$ cat src/rtl/core/bdm_pkg.sv
// Shared types, widths and helpers for the box diagonal min/max search.
// Used by every module under rtl/core; depends on nothing.
`default_nettype none

package bdm_pkg;

	// Run length limit and derived widths
	localparam int unsigned MAX_BOXES = 65536;
	localparam int unsigned CNT_W     = $clog2(MAX_BOXES + 2);
	localparam int unsigned IDX_W     = 16;
	localparam int unsigned COORD_W   = 24;
	localparam int unsigned MAG_W     = COORD_W;
	localparam int unsigned SQ_W      = 2 * MAG_W;
	localparam int unsigned DIAG_W    = 50;
	localparam int unsigned RANK_W    = 2;

	// Rank codes
	localparam logic [RANK_W-1:0] RANK_NONE  = 2'd0;
	localparam logic [RANK_W-1:0] RANK_XY    = 2'd2;
	localparam logic [RANK_W-1:0] RANK_XYZ   = 2'd3;
	localparam logic [RANK_W-1:0] RANK_RESET = RANK_XYZ;

	typedef logic signed [COORD_W-1:0] coord_t;
	typedef logic [MAG_W-1:0]          mag_t;
	typedef logic [SQ_W-1:0]           sq_t;
	typedef logic [DIAG_W-1:0]         diag_t;
	typedef logic [IDX_W-1:0]          idx_t;
	typedef logic [CNT_W-1:0]          cnt_t;
	typedef logic [RANK_W-1:0]         rank_t;

	// Control that travels alongside each word through the pipeline
	typedef struct packed {
		logic vld;   // stage holds a word
		logic last;  // word closes the run
		logic take;  // box is non-empty and inside the index range
		logic ovf;   // run overflowed (meaningful with last)
		idx_t idx;   // box index, low bits
	} ctl_t;

	// |hi - lo| of two signed coordinates, exact in MAG_W bits
	function automatic mag_t abs_diff(input coord_t lo, input coord_t hi);
		logic signed [COORD_W:0] d;
		logic [COORD_W:0]        m;
		d = {hi[COORD_W-1], hi} - {lo[COORD_W-1], lo};
		m = d[COORD_W] ? (COORD_W+1)'(-d) : d;
		return m[MAG_W-1:0];
	endfunction

endpackage

`default_nettype wire

$ cat src/rtl/core/bdm_front.sv
// Input stage: rank register, box counter, emptiness test and per-axis
// magnitudes into the s1 register. Depends on bdm_pkg.
`default_nettype none

module bdm_front
	import bdm_pkg::*;
(
	input  wire logic   clk,
	input  wire logic   arst_n,
	input  wire logic   rank_we,
	input  wire rank_t  rank_wdata,
	input  wire logic   adv,
	input  wire logic   in_valid,
	input  wire coord_t lo_x,
	input  wire coord_t lo_y,
	input  wire coord_t lo_z,
	input  wire coord_t hi_x,
	input  wire coord_t hi_y,
	input  wire coord_t hi_z,
	input  wire logic   last_box,
	output ctl_t        ctl_s1,
	output mag_t        mag_x_s1,
	output mag_t        mag_y_s1,
	output mag_t        mag_z_s1
);

	rank_t rank_q;
	cnt_t  cnt_q;
	cnt_t  cnt_inc;
	logic  accept;
	logic  empty;
	logic  in_range;

	assign accept   = in_valid && adv;
	assign empty    = (rank_q == RANK_NONE) || (lo_x > hi_x);
	assign in_range = cnt_q < CNT_W'(MAX_BOXES);
	// counter saturates one past the limit
	assign cnt_inc  = (cnt_q <= CNT_W'(MAX_BOXES)) ? cnt_q + 1'b1 : cnt_q;

	// Rank register
	always_ff @(posedge clk or negedge arst_n) begin
		if (!arst_n) begin
			rank_q <= RANK_RESET;
		end else if (rank_we) begin
			rank_q <= rank_wdata;
		end
	end

	// Box counter, cleared after the last word of a run
	always_ff @(posedge clk or negedge arst_n) begin
		if (!arst_n) begin
			cnt_q <= '0;
		end else if (accept) begin
			cnt_q <= last_box ? '0 : cnt_inc;
		end
	end

	// s1 control; reset clears the valid
	always_ff @(posedge clk or negedge arst_n) begin
		if (!arst_n) begin
			ctl_s1 <= '0;
		end else if (adv) begin
			ctl_s1.vld  <= in_valid;
			ctl_s1.last <= last_box;
			ctl_s1.take <= !empty && in_range;
			ctl_s1.ovf  <= cnt_inc > CNT_W'(MAX_BOXES);
			ctl_s1.idx  <= IDX_W'(cnt_q);
		end
	end

	// s1 magnitudes; unused axes contribute zero
	always_ff @(posedge clk) begin
		if (adv) begin
			mag_x_s1    <= abs_diff(lo_x, hi_x);
			mag_y_s1    <= (rank_q >= RANK_XY) ? abs_diff(lo_y, hi_y) : '0;
			mag_z_s1    <= (rank_q == RANK_XYZ) ? abs_diff(lo_z, hi_z) : '0;
		end
	end

	// Assertions
	a_cnt_bound: assert property (@(posedge clk) disable iff (!arst_n)
		cnt_q <= CNT_W'(MAX_BOXES + 1))
		else $error("box counter past saturation");
	a_cnt_clear: assert property (@(posedge clk) disable iff (!arst_n)
		(accept && last_box) |=> cnt_q == '0)
		else $error("box counter not cleared after last word");
	a_ovf_range: assert property (@(posedge clk) disable iff (!arst_n)
		(adv && in_valid && in_range) |=> !ctl_s1.ovf)
		else $error("overflow raised inside index range");

endmodule

`default_nettype wire

$ cat src/rtl/core/bdm_square.sv
// Squared diagonal: three squares into s2, their sum into s3.
// Depends on bdm_pkg.
`default_nettype none

module bdm_square
	import bdm_pkg::*;
(
	input  wire logic clk,
	input  wire logic arst_n,
	input  wire logic adv,
	input  wire ctl_t ctl_s1,
	input  wire mag_t mag_x_s1,
	input  wire mag_t mag_y_s1,
	input  wire mag_t mag_z_s1,
	output ctl_t      ctl_s3,
	output diag_t     diag_s3
);

	ctl_t ctl_s2;
	sq_t  sq_x_s2;
	sq_t  sq_y_s2;
	sq_t  sq_z_s2;

	// Stage control; reset clears the valids
	always_ff @(posedge clk or negedge arst_n) begin
		if (!arst_n) begin
			ctl_s2 <= '0;
			ctl_s3 <= '0;
		end else if (adv) begin
			ctl_s2 <= ctl_s1;
			ctl_s3 <= ctl_s2;
		end
	end

	// s2: one square per axis
	always_ff @(posedge clk) begin
		if (adv) begin
			sq_x_s2     <= SQ_W'(mag_x_s1) * SQ_W'(mag_x_s1);
			sq_y_s2     <= SQ_W'(mag_y_s1) * SQ_W'(mag_y_s1);
			sq_z_s2     <= SQ_W'(mag_z_s1) * SQ_W'(mag_z_s1);
		end
	end

	// s3: sum of squares, exact in DIAG_W bits
	always_ff @(posedge clk) begin
		if (adv) begin
			diag_s3     <= DIAG_W'(sq_x_s2) + DIAG_W'(sq_y_s2) + DIAG_W'(sq_z_s2);
		end
	end

endmodule

`default_nettype wire

$ cat src/rtl/core/bdm_track.sv
// Running min/max tracker and result register; also produces the
// pipeline advance enable. Depends on bdm_pkg.
`default_nettype none

module bdm_track
	import bdm_pkg::*;
(
	input  wire logic  clk,
	input  wire logic  arst_n,
	input  wire ctl_t  ctl_s3,
	input  wire diag_t diag_s3,
	input  wire logic  out_stall,
	output logic       adv,
	output logic       out_valid,
	output logic       found,
	output idx_t       min_index,
	output idx_t       max_index,
	output diag_t      min_diag_sq,
	output diag_t      max_diag_sq,
	output logic       overflow
);

	logic  any_q;
	diag_t min_sq_q;
	diag_t max_sq_q;
	idx_t  min_idx_q;
	idx_t  max_idx_q;
	logic  out_valid_q;

	logic  upd;
	logic  new_min;
	logic  new_max;
	logic  any_nxt;
	diag_t min_sq_nxt;
	diag_t max_sq_nxt;
	idx_t  min_idx_nxt;
	idx_t  max_idx_nxt;
	logic  emit;

	// Only a closing word blocks while a result waits under stall
	assign adv  = !(out_valid_q && out_stall && ctl_s3.vld && ctl_s3.last);
	assign emit = adv && ctl_s3.vld && ctl_s3.last;
	assign upd  = ctl_s3.vld && ctl_s3.take;

	// Compare against the running extremes; earlier box wins ties
	assign new_min     = upd && (!any_q || (diag_s3 < min_sq_q));
	assign new_max     = upd && (!any_q || (diag_s3 > max_sq_q));
	assign any_nxt     = any_q || upd;
	assign min_sq_nxt  = new_min ? diag_s3 : min_sq_q;
	assign max_sq_nxt  = new_max ? diag_s3 : max_sq_q;
	assign min_idx_nxt = new_min ? ctl_s3.idx : min_idx_q;
	assign max_idx_nxt = new_max ? ctl_s3.idx : max_idx_q;

	// Run state, cleared when the result is taken into the output register
	always_ff @(posedge clk or negedge arst_n) begin
		if (!arst_n) begin
			any_q     <= 1'b0;
			min_sq_q  <= '0;
			max_sq_q  <= '0;
			min_idx_q <= '0;
			max_idx_q <= '0;
		end else if (emit) begin
			any_q     <= 1'b0;
			min_sq_q  <= '0;
			max_sq_q  <= '0;
			min_idx_q <= '0;
			max_idx_q <= '0;
		end else if (adv) begin
			any_q     <= any_nxt;
			min_sq_q  <= min_sq_nxt;
			max_sq_q  <= max_sq_nxt;
			min_idx_q <= min_idx_nxt;
			max_idx_q <= max_idx_nxt;
		end
	end

	// Output valid
	always_ff @(posedge clk or negedge arst_n) begin
		if (!arst_n) begin
			out_valid_q <= 1'b0;
		end else if (emit) begin
			out_valid_q <= 1'b1;
		end else if (!out_stall) begin
			out_valid_q <= 1'b0;
		end
	end

	// Output payload
	always_ff @(posedge clk) begin
		if (emit) begin
			found       <= any_nxt;
			min_index   <= min_idx_nxt;
			max_index   <= max_idx_nxt;
			min_diag_sq <= min_sq_nxt;
			max_diag_sq <= max_sq_nxt;
			overflow    <= ctl_s3.ovf;
		end
	end

	assign out_valid = out_valid_q;

	// Assertions
	a_idle_zero: assert property (@(posedge clk) disable iff (!arst_n)
		!any_q |-> (min_sq_q == '0 && max_sq_q == '0 && min_idx_q == '0 && max_idx_q == '0))
		else $error("run state not zero while nothing found");
	a_order: assert property (@(posedge clk) disable iff (!arst_n)
		any_q |-> min_sq_q <= max_sq_q)
		else $error("running minimum above running maximum");
	a_emit_src: assert property (@(posedge clk) disable iff (!arst_n)
		(out_valid_q && !$past(out_valid_q)) |-> $past(ctl_s3.vld && ctl_s3.last))
		else $error("result produced without a closing word");
	a_none_zero: assert property (@(posedge clk) disable iff (!arst_n)
		(out_valid_q && !found) |-> (min_diag_sq == '0 && max_diag_sq == '0))
		else $error("empty run reported nonzero diagonal");

endmodule

`default_nettype wire

$ cat src/rtl/core/box_diagonal_min_max_search.sv
// Top level of the box diagonal min/max search.
// Instantiates bdm_front, bdm_square and bdm_track; depends on bdm_pkg.
//
// Usage:
//  - Input channel (in_valid/in_stall): one box per word, lower and upper
//    corner plus last_box. A word is taken on a clock edge with in_valid
//    high and in_stall low.
//  - Output channel (out_valid/out_stall): one result word per run, on the
//    word marked last_box; taken with out_valid high and out_stall low.
//  - rank_we/rank_wdata write the rank register (dimensions in use); write
//    it only while no run is in flight.
//  - Throughput: one box per cycle while in_stall is low. The path is input register
//    (differences), square register, sum register, then the running
//    min/max compare, which loads the result register.
//  - While a result waits under out_stall the pipeline keeps taking boxes;
//    only the next closing word holds at the compare stage, and in_stall
//    rises until the waiting result is taken.
//  - Reset (arst_n low) clears the run state and valid bits and sets rank
//    to three dimensions.
`default_nettype none

module box_diagonal_min_max_search
	import bdm_pkg::*;
(
	input  wire logic   clk,
	input  wire logic   arst_n,
	input  wire logic   rank_we,
	input  wire rank_t  rank_wdata,
	input  wire logic   in_valid,
	output logic        in_stall,
	input  wire coord_t lo_x,
	input  wire coord_t lo_y,
	input  wire coord_t lo_z,
	input  wire coord_t hi_x,
	input  wire coord_t hi_y,
	input  wire coord_t hi_z,
	input  wire logic   last_box,
	output logic        out_valid,
	input  wire logic   out_stall,
	output logic        found,
	output idx_t        min_index,
	output idx_t        max_index,
	output diag_t       min_diag_sq,
	output diag_t       max_diag_sq,
	output logic        overflow
);

	logic  adv;
	ctl_t  ctl_s1;
	ctl_t  ctl_s3;
	mag_t  mag_x_s1;
	mag_t  mag_y_s1;
	mag_t  mag_z_s1;
	diag_t diag_s3;

	assign in_stall = !adv;

	// Input register and counter
	bdm_front u_front (
		.clk        (clk),
		.arst_n     (arst_n),
		.rank_we    (rank_we),
		.rank_wdata (rank_wdata),
		.adv        (adv),
		.in_valid   (in_valid),
		.lo_x       (lo_x),
		.lo_y       (lo_y),
		.lo_z       (lo_z),
		.hi_x       (hi_x),
		.hi_y       (hi_y),
		.hi_z       (hi_z),
		.last_box   (last_box),
		.ctl_s1     (ctl_s1),
		.mag_x_s1   (mag_x_s1),
		.mag_y_s1   (mag_y_s1),
		.mag_z_s1   (mag_z_s1)
	);

	// Squared diagonal
	bdm_square u_square (
		.clk      (clk),
		.arst_n   (arst_n),
		.adv      (adv),
		.ctl_s1   (ctl_s1),
		.mag_x_s1 (mag_x_s1),
		.mag_y_s1 (mag_y_s1),
		.mag_z_s1 (mag_z_s1),
		.ctl_s3   (ctl_s3),
		.diag_s3  (diag_s3)
	);

	// Running extremes and result register
	bdm_track u_track (
		.clk         (clk),
		.arst_n      (arst_n),
		.ctl_s3      (ctl_s3),
		.diag_s3     (diag_s3),
		.out_stall   (out_stall),
		.adv         (adv),
		.out_valid   (out_valid),
		.found       (found),
		.min_index   (min_index),
		.max_index   (max_index),
		.min_diag_sq (min_diag_sq),
		.max_diag_sq (max_diag_sq),
		.overflow    (overflow)
	);

endmodule

`default_nettype wire

$ cat config.mk
export PLATFORM = sky130hd
export DESIGN_NAME = box_diagonal_min_max_search
export DESIGN_NICKNAME = d
export VERILOG_FILES = /design/src/rtl/core/bdm_pkg.sv /design/src/rtl/core/bdm_front.sv /design/src/rtl/core/bdm_square.sv /design/src/rtl/core/bdm_track.sv /design/src/rtl/core/box_diagonal_min_max_search.sv
export SDC_FILE = /design/constraint.sdc
export NUM_CORES = 2
export LEC_CHECK = 0
export ABC_AREA = 1
export BUFFER_PORTS_ARGS = -buffer_cell sky130_fd_sc_hd__buf_2
export CAP_MARGIN = 20
export CELL_PAD_IN_SITES_DETAIL_PLACEMENT = 1
export CELL_PAD_IN_SITES_GLOBAL_PLACEMENT = 1
export CORE_MARGIN = 2
export CORE_UTILIZATION = 53
export CTS_CLUSTER_SIZE = 14
export DETAILED_ROUTE_END_ITERATION = 10
export MAX_ROUTING_LAYER = met4
export PLACE_DENSITY = 0.95
export SLEW_MARGIN = 20
export SYNTH_ARGS = -nofsm -noshare
export SYNTH_HDL_FRONTEND = slang
export SYNTH_HIERARCHICAL = 1
export SYNTH_SLANG_ARGS = --single-unit
$ cat constraint.sdc
create_clock -name clk -period 21.6 [get_ports clk]
set_input_delay 1.08 -clock clk [delete_from_list [all_inputs] [get_ports clk]]
set_output_delay 1.08 -clock clk [all_outputs]
set_load 0.02 [all_outputs]
After elaboration in Yosys (flattened, before gate mapping). Cells that the tools add are included.

$add $sub $neg: 9. Multipliers: 3. Order comparisons: 7. Equality and inequality tests: 3. Multiplexer cells: 21. Reduce and logical (&&, ||, !) cells: 18.

Operator list (number): $mux W50 (6); $mul A24 B24 Y48 (3); $mux W16 (6); $sub A24 B24 Y25 (3); $mux W24 (3); $neg A24 Y24 (3); $add A50 B48 Y50 (1); $gt A50 B50 Y1 (1); $lt A50 B50 Y1 (1); $add A48 B48 Y49 (1); $mux W17 (2); $gt A24 B24 Y1 (1); $add A17 B1 Y17 const B (1); $gt A17 B17 Y1 const B (1); $le A17 B17 Y1 const B (1); $lt A17 B17 Y1 const B (1); $logic_and A1 B1 Y1 (10); $logic_or A1 B1 Y1 (4); $mux W1 (4); $ne A2 B1 Y1 const B (2); $logic_not A1 Y1 (3); $eq A2 B2 Y1 const B (1); $ge A2 B2 Y1 const B (1); $logic_not A2 Y1 (1).

Flip-flop bits (word level): 613. Word-level logic and storage cells: 97.

Depth between registers and ports, before layout.
Depth after elaboration: 7. Mapped depth: 29. Gate-level depth less buffers: 28.

Cells and area by module. The synthesis kept the hierarchy.

By module, submodules not included: bdm_square (times used 1, cells an instance 8270, area an instance 65207.5 sq um); bdm_track (times used 1, cells an instance 1685, area an instance 14690.3 sq um); bdm_front (times used 1, cells an instance 1901, area an instance 11618.6 sq um); box_diagonal_min_max_search (times used 1, cells an instance 1, area an instance 3.8 sq um).

Worst setup path after synthesis. OpenSTA, ideal clock, no wires.

Kind: input to register. From: in out_stall. To: reg u_front/ctl_s1[17] (netlist name). Arrival time: 9.257 ns. Path slack: 12.260 ns. Stages on the path: 9. Path buffers: 2. Cell sequence: nand2_1 nor2_1 clkbuf_1 clkbuf_1 inv_1 clkinv_1 a211oi_1 nand2_1 o21ai_0.

Word-level cells in the longest chain between the ends: 3.

RTL lines: start, declared (RTL line box_diagonal_min_max_search.sv:39) `input wire logic out_stall,`; $logic_and A1 B1 Y1 (3 in series) (RTL line bdm_track.sv:41) `assign adv = !(out_valid_q && out_stall && ctl_s3.vld && ctl_s3.last);`.

No other way between the ends. A chain may end at the register's enable or synchronous reset.

Worst setup path after layout.
From: reg u_front.mag_x_s1[4]. To: reg u_square.sq_x_s2[38], data pin.

Word-level cells in the longest chain between the ends: 1.

RTL lines: start, declared (RTL line bdm_front.sv:22) `output mag_t mag_x_s1,`; start signal, assigned (RTL line bdm_front.sv:74) `mag_x_s1 <= abs_diff(lo_x, hi_x);`; $mul A24 B24 Y48 (RTL line bdm_square.sv:38) `sq_x_s2 <= SQ_W'(mag_x_s1) * SQ_W'(mag_x_s1);`; end signal, assigned (RTL line bdm_square.sv:38); end, declared (RTL line bdm_square.sv:20) `sq_t sq_x_s2;`.

No other way between the ends.

==> impl_results.md <==
- # hold bufs at CTS: 0
- Worst path required time: 22060 ps
- Clk slew on worst S/H paths: 70 ps
- Crit share post-route: 0.386
- Fmax achieved: 120 MHz
- Drt initial violations: 7348
- Number of synthesis warnings: 6
- Ys async rst share: 0.349
- Post-synth EDFFs: 397
- Routed via count: 83697
- Gr usage total: 0.426
- Final setup viols: 0
- DRC violations left: 0
- Pins Over Slew Limit: 0
- H-tree Lvls: 3
- Port bufs: 287
- Synth cell types: 57
- Most common cell in the netlist: inv_1
- Layout cells sized above 1: 0.0599
- Setup Buffers After CTS: 0
- Hold WS: 378 ps
- Later-pin clock latency in the skew report: 720 ps
- Most frequent CP cell: nand2_1
- Area Overhead vs Synth: 7.13%
- DIE HEIGHT: 420 um
- Max Cap Viol: 0
- Synth area leaders: fa_1, inv_1, nand2_1
- WL/cell: 25.0 um
- Arr. time, crit path: 8800 ps
- Multi-input gate area: 60500 um^2
- DR vias/cell: 5.79
- Initial Utilization: 0.534
- Register area: 17300 um^2
- TritonCTS sink count: 610
- Synth Flop Type: edfxtp_1
- TritonCTS clock tree: yes
- Site Rows: 152
- Die area: 176000 um^2
- Minimum clock period: 8340 ps
- Sequential share of the synthesized area: 0.189
- DR pass1 iterations: 8
- Vias in the first global route: 97015
- Root buffer cell: clkbuf_16
- Outcome: complete, no violations
- Setup CP Type: reg -> reg
- # nets final: 14274
- Post-route ant nets: 0
- Post_cts resized: 0
- Slew @ Worst Pin: 1250 ps
- Largest net degree at the start of global routing: 93
- Worst-path maximum fanout: 24
- Startpoint Class: flip-flop
- CP Buf/Inv Count: 5
- IO Pins: 288
- Filler cells: 21603
- Core ar.: 172000 um^2
- CP max-delay cell: edfxtp_1
- Final Skew: 42.9 ps
- Slew headroom: 0.167
- First-pass GRT wire length: 553000 um
- Die Width: 420 um
- Cell accounting for the most synthesized area: fa_1
- RSZ-0062 raised after global routing: no
- Slowest stage delay, CP: 1080 ps
- Final HPWL DP: 274000 um
- Mapped Cells: 11857
- Critical path capture point type: flip-flop
- Total CTS buffers: 74
- Gr ovfl total: 0
- Flip-flop and latch count after synthesis: 610
- Max clock buf depth: 3
- Stages on worst setup path: 24
- Final WL: 362000 um
- Min-delay worst type: in -> async
- Post-synthesis instance area: 91500 um^2
- Top cell type's share of synthesized area: 0.288
- Placer Congestion: 0.971
- Initial antenna violation count: 18
- Commonest cells post-synth: inv_1, nand2_1, fa_1, ha_1, nand3_1
- CP top delay family: adder cells
- Cell breakdown of the critical path: nand2_1 -> inv_1 -> fa_1 -> fa_1 -> inv_1 -> fa_1 -> inv_1 -> fa_1 -> fa_1 -> fa_1 -> inv_1 -> fa_1 -> inv_1 -> ha_1 -> nand2_1 -> nand2_1 -> nand2_1 -> nand2_1 -> a21oi_1 -> nor2_1 -> nor2_1 -> nand2_1 -> nand2_1 -> nand2_1
- Syn Area/Cell: 7.72 um^2
- Final Hold Vio Count: 0
- Reg2reg path depth: 24
- Total negative slack: 0 ps
per-layer routing:
layer | vias up | share of wire | global-route usage
met4 | 0 | 0.097 | 0.350
met3 | 2266 | 0.082 | 0.0987
met5 | - | 0 | -
met1 | 41285 | 0.34 | 0.430
met2 | 5058 | 0.49 | 0.705
li1 | 35088 | - | -
kinds of logic (layout without fill, tap and decap cells):
| group | after synthesis | after routing | synth area share |
|---|---|---|---|
| fa+ha+maj | 2068 | 2068 | 0.391 |
| flops | 610 | 610 | 0.189 |
| other cells | 1 | 21 | 0.0000410 |
| compound gates | 473 | 473 | 0.0278 |
| buf+inv | 3623 | 3880 | 0.151 |
| xor+xnor | 177 | 177 | 0.0171 |
| simple gates | 4905 | 4905 | 0.225 |
through the flow:
stage | area, um^2 | setup WS (ps) | instances | util
2_1_floorplan | 91500 | 12260 | 11859 | -
3_3_place_gp | 95300 | 14560 | 14277 | 0.555
3_5_place_dp | 95300 | 14220 | 14279 | 0.556
4_1_cts | 97800 | 13960 | 14417 | 0.570
5_1_grt | 98000 | 13040 | 14443 | 0.572
6_report | 98000 | 13260 | 14444 | 0.572
cell usage in the layout (no fill, tap or decap), types with 6 or more instances in the layout:
master	netlist	final
nor2_2	45	45
nor3_1	45	45
o21ai_0	114	114
clkinv_1	1	13
and2_1	140	140
ha_1	752	752
fa_1	1316	1316
nand2_4	5	7
dfrtp_1	211	211
nor2_1	520	519
nand3_1	554	554
diode_2	0	18
a31oi_1	14	14
nand4_1	70	70
buf_4	6	65
a21o_1	6	6
nand2_1	3342	3341
o22ai_1	14	14
buf_8	0	9
nand2_2	94	92
a21oi_1	275	275
nand3b_1	12	12
clkbuf_1	200	11
nand3_2	34	34
bufinv_16	0	6
o21bai_1	28	28
buf_2	9	286
xor2_1	128	128
clkinv_2	0	15
or2_2	6	6
nor2_4	15	16
edfxtp_1	397	397
inv_1	3353	3351
xnor2_1	48	48
clkbuf_16	0	74
inv_2	23	22
worst reg2reg max path: stages, from the launching register on:
cell and delay, ps:
edfxtp_1 1080, nand2_1 120, inv_1 210, fa_1 640
fa_1 620, inv_1 160, fa_1 710, inv_1 110
fa_1 590, fa_1 660, fa_1 590, inv_1 80
fa_1 400, inv_1 270, ha_1 400, nand2_1 250
nand2_1 160, nand2_1 130, nand2_1 100, a21oi_1 280
nor2_1 90, nor2_1 220, nand2_1 100, nand2_1 80
nand2_1 60
area by class of cell:
cell class,instances,share of cell area
Multi-Input combinational cell,7626,0.617
Sequential cell,610,0.176
Inverter,3377,0.129
Tap cell,2310,0.0295
Timing Repair Buffer,365,0.0220
Clock buffer,89,0.0199
Clock inverter,49,0.00577
Antenna cell,18,0.000459
path summary, 6_finish.rpt:
check                                          from                   end  slack, ps
worst max-delay path            u_front/mag_x_s1[4]  u_square/sq_x_s2[38]      13260
worst min-delay path                         arst_n  u_track/max_sq_q[15]        380
worst max register to register  u_front/mag_x_s1[4]  u_square/sq_x_s2[38]      13260
worst min register to register  u_square/ctl_s3[16]      u_track/overflow        470
max in group asynchronous                    arst_n     u_front/ctl_s1[7]      19160
min in group clk                u_square/ctl_s3[16]      u_track/overflow        470
state kept, by name (all words and copies together) (netlist names):
name / count
u_front/cnt_q: 17
u_front/ctl_s1: 20
u_front/mag_x_s1: 24
u_front/mag_y_s1: 24
u_front/mag_z_s1: 24
u_front/rank_q: 2
u_square/ctl_s2: 20
u_square/ctl_s3: 20
u_square/diag_s3: 50
u_square/sq_x_s2: 47
u_square/sq_y_s2: 47
u_square/sq_z_s2: 47
u_track/any_q: 1
u_track/found: 1
u_track/max_diag_sq: 50
u_track/max_idx_q: 16
u_track/max_index: 16
u_track/max_sq_q: 50
u_track/min_diag_sq: 50
u_track/min_idx_q: 16
u_track/min_index: 16
u_track/min_sq_q: 50
u_track/out_valid: 1
u_track/overflow: 1
Power is left out: the tool's default activity adds up to more than one toggle a clock period on the data nets, which glitch-free logic cannot reach.
